--- config.mk ---
export PLATFORM = sky130hd
export DESIGN_NAME = fpte_ctrl
export DESIGN_NICKNAME = d
export VERILOG_FILES = /design/src/rtl/core/fpte_pkg.sv /design/src/rtl/core/fpte_ctrl.sv
export SDC_FILE = /design/constraint.sdc
export NUM_CORES = 1
export LEC_CHECK = 0
export ABC_AREA = 1
export BUFFER_PORTS_ARGS = -buffer_cell sky130_fd_sc_hd__buf_4
export CORE_MARGIN = 2
export CORE_UTILIZATION = 54
export CTS_CLUSTER_SIZE = 20
export DETAILED_ROUTE_END_ITERATION = 10
export GPL_ROUTABILITY_DRIVEN = 0
export GPL_TIMING_DRIVEN = 1
export PLACE_DENSITY = 0.78
export SLEW_MARGIN = 20
export SYNTH_ARGS = -nofsm -noshare
export SYNTH_HDL_FRONTEND = slang
export SYNTH_SLANG_ARGS = --single-unit
--- constraint.sdc ---
create_clock -name clk -period 1.45 [get_ports clk]
set_input_delay 0.145 -clock clk [delete_from_list [all_inputs] [get_ports clk]]
set_output_delay 0.145 -clock clk [all_outputs]
set_load 0.02 [all_outputs]
--- src/rtl/core/fpte_pkg.sv ---
`timescale 1ns / 1ps

package fpte_pkg;

    localparam int FPTE_TABLE_FRAMES = 64;
    localparam int ENTRIES = 512;
    localparam int IDX_W = 9;
    localparam int ENT_W = 64;
    localparam int CNT_W = 10;
    localparam logic [CNT_W-1:0] CNT_MAX = 10'd1023;

    localparam int IN_DATA_W = 168;
    localparam int OUT_DATA_W = 96;

    localparam logic [ENT_W-1:0] ADDR_MASK = 64'h000F_FFFF_FFFF_F000;
    localparam logic [ENT_W-1:0] BIT_P = 64'h1;
    localparam logic [ENT_W-1:0] BIT_RW = 64'h2;
    localparam logic [ENT_W-1:0] BIT_US = 64'h4;

    localparam logic [1:0] FUNC_MAP = 2'd0;
    localparam logic [1:0] FUNC_UNMAP = 2'd1;
    localparam logic [1:0] FUNC_LOOKUP = 2'd2;
    localparam logic [1:0] FUNC_NOP = 2'd3;

    localparam logic [1:0] ST_DONE = 2'd0;
    localparam logic [1:0] ST_NOFRAME = 2'd1;
    localparam logic [1:0] ST_NOTMAPPED = 2'd2;

    typedef enum logic [4:0] {
        OP_NONE,
        OP_CLEAR,
        OP_LOAD,
        OP_RD,
        OP_WALK,
        OP_SCAN_START,
        OP_SCAN_RD,
        OP_SCAN_NEXT,
        OP_ALLOC,
        OP_CNT_RD,
        OP_CNT_UP,
        OP_CNT_DN,
        OP_ENT_ALLOC,
        OP_ENT_LEAF,
        OP_UNMAP_LEAF,
        OP_LOOKUP_RES,
        OP_NOTMAP,
        OP_FAIL,
        OP_FREE,
        OP_PCLR,
        OP_EMIT
    } op_t;

    typedef struct packed {
        logic in_ready;
        op_t  op;
    } cmd_t;

    typedef struct packed {
        logic is_map;
        logic is_unmap;
        logic is_lookup;
        logic is_nop;
        logic lvl_last;
        logic d_zero;
        logic ent_present;
        logic child_ok;
        logic scan_end;
        logic scan_free;
        logic cnt_zero;
        logic out_busy;
        logic clr_last;
    } stat_t;

    typedef struct packed {
        logic             used;
        logic [CNT_W-1:0] count;
    } meta_t;

endpackage

--- src/rtl/core/fpte_ctrl.sv ---
`timescale 1ns / 1ps

module fpte_ctrl (
    input  logic            clk,
    input  logic            rst_n,
    input  logic            in_valid,
    input  fpte_pkg::stat_t stat,
    output fpte_pkg::cmd_t  cmd
);
    import fpte_pkg::*;

    typedef enum logic [12:0] {
        S_CLEAR   = 13'b0000000000001,
        S_IDLE    = 13'b0000000000010,
        S_RD      = 13'b0000000000100,
        S_EVAL    = 13'b0000000001000,
        S_SCAN_RD = 13'b0000000010000,
        S_SCAN_CK = 13'b0000000100000,
        S_ALLOC   = 13'b0000001000000,
        S_CNT_RD  = 13'b0000010000000,
        S_CNT_WR  = 13'b0000100000000,
        S_ENT_WR  = 13'b0001000000000,
        S_FREE    = 13'b0010000000000,
        S_PCLR    = 13'b0100000000000,
        S_DONE    = 13'b1000000000000
    } state_t;

    state_t state_reg, state_next;
    op_t    op;

    always_comb
    begin
        state_next = state_reg;
        op = OP_NONE;
        case (state_reg)
            S_CLEAR:
            begin
                op = OP_CLEAR;
                if (stat.clr_last)
                begin
                    state_next = S_IDLE;
                end
            end
            S_IDLE:
            begin
                if (in_valid)
                begin
                    op = OP_LOAD;
                    state_next = S_RD;
                end
            end
            S_RD:
            begin
                op = OP_RD;
                state_next = S_EVAL;
            end
            S_EVAL:
            begin
                if (stat.is_nop)
                begin
                    state_next = S_DONE;
                end
                else if (!stat.lvl_last)
                begin
                    if (stat.child_ok)
                    begin
                        op = OP_WALK;
                        state_next = S_RD;
                    end
                    else if (stat.is_map)
                    begin
                        op = OP_SCAN_START;
                        state_next = S_SCAN_RD;
                    end
                    else
                    begin
                        op = OP_NOTMAP;
                        state_next = S_DONE;
                    end
                end
                else if (stat.is_map)
                begin
                    state_next = stat.ent_present ? S_ENT_WR : S_CNT_RD;
                end
                else if (!stat.ent_present)
                begin
                    op = OP_NOTMAP;
                    state_next = S_DONE;
                end
                else if (stat.is_lookup)
                begin
                    op = OP_LOOKUP_RES;
                    state_next = S_DONE;
                end
                else
                begin
                    op = OP_UNMAP_LEAF;
                    state_next = S_CNT_RD;
                end
            end
            S_SCAN_RD:
            begin
                if (stat.scan_end)
                begin
                    op = OP_FAIL;
                    state_next = S_DONE;
                end
                else
                begin
                    op = OP_SCAN_RD;
                    state_next = S_SCAN_CK;
                end
            end
            S_SCAN_CK:
            begin
                if (stat.scan_free)
                begin
                    state_next = S_ALLOC;
                end
                else
                begin
                    op = OP_SCAN_NEXT;
                    state_next = S_SCAN_RD;
                end
            end
            S_ALLOC:
            begin
                op = OP_ALLOC;
                // parent count rises only when the entry was not present
                state_next = stat.ent_present ? S_ENT_WR : S_CNT_RD;
            end
            S_CNT_RD:
            begin
                op = OP_CNT_RD;
                state_next = S_CNT_WR;
            end
            S_CNT_WR:
            begin
                if (stat.is_map)
                begin
                    op = OP_CNT_UP;
                    state_next = S_ENT_WR;
                end
                else
                begin
                    op = OP_CNT_DN;
                    state_next = (stat.cnt_zero && !stat.d_zero) ? S_FREE : S_DONE;
                end
            end
            S_ENT_WR:
            begin
                if (stat.lvl_last)
                begin
                    op = OP_ENT_LEAF;
                    state_next = S_DONE;
                end
                else
                begin
                    op = OP_ENT_ALLOC;
                    state_next = S_RD;
                end
            end
            S_FREE:
            begin
                op = OP_FREE;
                state_next = S_PCLR;
            end
            S_PCLR:
            begin
                op = OP_PCLR;
                state_next = S_CNT_RD;
            end
            S_DONE:
            begin
                if (!stat.out_busy)
                begin
                    op = OP_EMIT;
                    state_next = S_IDLE;
                end
            end
            default: state_next = S_IDLE;
        endcase
    end

    always_ff @(posedge clk or negedge rst_n)
    begin
        if (!rst_n)
        begin
            state_reg <= S_CLEAR;
        end
        else
        begin
            state_reg <= state_next;
        end
    end

    assign cmd.op = op;
    assign cmd.in_ready = (state_reg == S_IDLE);

endmodule

==> summary.txt <==
Finish
  • Final instance area: 1703 um2
  • Antenna Diode Count: 0
  • Max reg flops: 13
  • Layout cell share with drive strength beyond 1: 51.14%
  • # nets final: 236
  • Area growth, synth to finish: 53.09%
  • Core Util, Final: 86.80%
  • Non-filler cells, final: 246

Die
  • Die Area: 2439 um2
  • Core Area: 1962 um2
  • Initial core utilization: 56.70%
  • Die X: 49.39 um
  • Row Count: 16
  • Chip Height: 49.39 um
  • IO Count: 22

Worst setup path
  • CP max stage delay: 0.44 ns
  • Critical Path Fanout Max: 8
  • Slowest cell on crit path: dfrtp_1
  • WP data required: 1.31 ns
  • CP startpoint kind: flip-flop
  • CP Class: reg -> out
  • Setup crit end kind: output pin
  • Critical path cell sequence: nor2_2 > nand2_2 > nor2_4 > nand3b_1 > nand3_1 > nor2_1 > nand4_1 > buf_4
  • Worst Path Arrival: 1.88 ns

Synthesis
  • Net count after synthesis: 175
  • Ys flop type: dfrtp_1
  • Post-Syn Area: 1112 um2
  • Area contributors post-synth: dfrtp_1 (27%), nand2_1 (9.1%), inv_1 (8.4%)
  • Synth async-reset ratio: 100.0%
  • Area fraction of the dominant cell type after synthesis: 27.00%
  • Number of enable flip-flop cells after synthesis: 0
  • Yosys cell types: 28
  • Most frequent cells after synthesis: nand2_1 (27), inv_1 (25), nor2_1 (21)
  • Syn_area_per_cell: 6.996 um2
  • Post-Synthesis Cells: 159
  • FF+latch count, synth: 13
  • Leading area contributor after synthesis: dfrtp_1
  • Seq/Total Area, Yosys: 29.36%
  • Most numerous cell in the Yosys netlist: nand2_1
  • Yosys synthesis warning count: 0

Route
  • Metal2 WL: 1910 um
  • WL met1: 1523 um
  • Routed wire length: 3984 um
  • Pre-antenna DRT Iters: 5
  • Number of nets with antenna violations after routing: 0
  • Post-route DRC: 0
  • DRT iter0 DRCs: 75
  • Top Layer Used: met4
  • Met3 WL: 319 um
  • DR WL/cell: 16.20 um
  • Vias: 1368
  • Vias/cell: 5.561

Clock network
  • Root Driver: clkbuf_4
  • Total CTS buffers: 3
  • Clock transition at path regs: 0.09 ns
  • Clk Latency, worst-skew pair: 0.29 ns
  • Maximum root-to-sink buffer count: 2
  • TritonCTS clock tree: done
  • # H-tree levels: 1
  • # clock sinks: 13

Worst hold path
  • Worst Hold Class: in -> reg

Placed design
  • DP HPWL: 2518 um
  • Pre-CTS setup slack: -0.1798 ns
  • I/O Buffers: 20
  • Dpl cells: 231
  • Placement Cell Area: 1496 um2

GRT
  • Pin count of the biggest net entering global routing: 14
  • Initial antenna violation count: 0
  • Vias in the first global route: 1335
  • Total gr overflow: 0
  • Global-route wire length before repair: 5954 um
  • Gr usage total: 32.36%

Power
  • Clk network pwr share: 14.7%
  • Lkg Pwr: 0.9758 nW
  • Comb pwr share: 59.6%
  • Int Power: 0.9166 mW
  • Worst VDD drop: 940.6 uV
  • Switching power: 0.7663 mW
  • Sw Ratio: 45.53%
  • Power, Total: 1.683 mW
  • Seq pwr share: 25.7%
  • PwrDens: 988.2 nW/um2

STA
  • Final number of max-transition violations: 0
  • Final Skew: 0.004344 ns
  • Normalized max-slew margin: 79.66%
  • Hold Fails Final Rpt: 0
  • Final min period: 2.029 ns
  • Fmax: 492.9 MHz
  • RSZ-0062 raised after global routing: yes
  • Final setup viols: 12
  • Worst setup margin: -0.5787 ns
  • Fin crit share: 139.9%
  • Total negative slack: -4.182 ns
  • Hold Slack: 0.01042 ns
  • Slew @ Worst Pin: 0.3028 ns

Outcome
  • Status: finished with violations
  • Violated checks: negative setup slack

Job
  • Maxcap violations: 0
==> power by group through the flow <==
stage | Clock, mW | Sequential, mW | Combinational (mW)
4_1_cts | 0.238 | 0.428 | 0.913
5_1_grt | 0.256 | 0.432 | 1.05
6_report | 0.248 | 0.433 | 1.00
3_3_place_gp | 0 | 0.427 | 0.814
3_5_place_dp | 0 | 0.430 | 0.850
2_1_floorplan | 0 | 0.428 | 0.535
==> per-layer routing <==
layer	up-vias	GRT usage, %
li1	628	-
met1	617	36.40
met2	96	57.43
met3	27	5.521
met4	0	18.06
met5	-	0
==> cell type report <==
class                      count  area, um2
sequential                    13      326.6
timing repair buffer          57      445.4
fill                         108      259.0
clock buffer                   4      26.28
tap                           27      33.78
inverter                      29      113.9
multi-input combinational    116      757.0
==> critical path: cells and delay by family, from the launching register on <==
family / cells / cell delay, ns
and+or+nand+nor: 7 / 1.02
DFF: 1 / 0.44
buffers and inverters: 1 / 0.14
==> repair_timing <==
item	in CTS	in global routing
buffers inserted	2	8
pin swaps	4	8
hold buffers	1	0
gates resized for setup	17	10
hold endpoints to repair	13	0
endpoints found under the setup margin	11	16
==> layout by cell type (no fill, tap or decap), types with 5 or more instances in the layout <==
cell type / n
buf_4: 52
nand2_1: 25
inv_1: 23
nor2_1: 14
dfrtp_1: 12
nor2_2: 11
nand3_1: 11
nor2_4: 7
nand2_2: 6
nand3_2: 6
inv_2: 5
nand2_4: 5
a21oi_1: 5
==> worst paths after layout <==
check,start,end,slack [ns],cells after the start
setup / recovery,state_reg[11],cmd[0],-0.58,8
setup reg to reg,state_reg[11],state_reg[2],-0.31,11
max in group asynchronous,rst_n,state_reg[0],0.98,2
hold reg to reg,state_reg[3],state_reg[6],0.69,3
min in group asynchronous,rst_n,state_reg[8],0.23,2
hold / removal,stat[7],state_reg[10],0.01,2
==> cells by family after synthesis <==
kind of cell | count (synthesis) | share of synthesized area (%)
compound gates | 15 | 7.311
buf+inv | 30 | 10.24
simple gates | 101 | 53.09
flops | 13 | 29.36
Note: power is estimated with default switching activity, not from simulation.
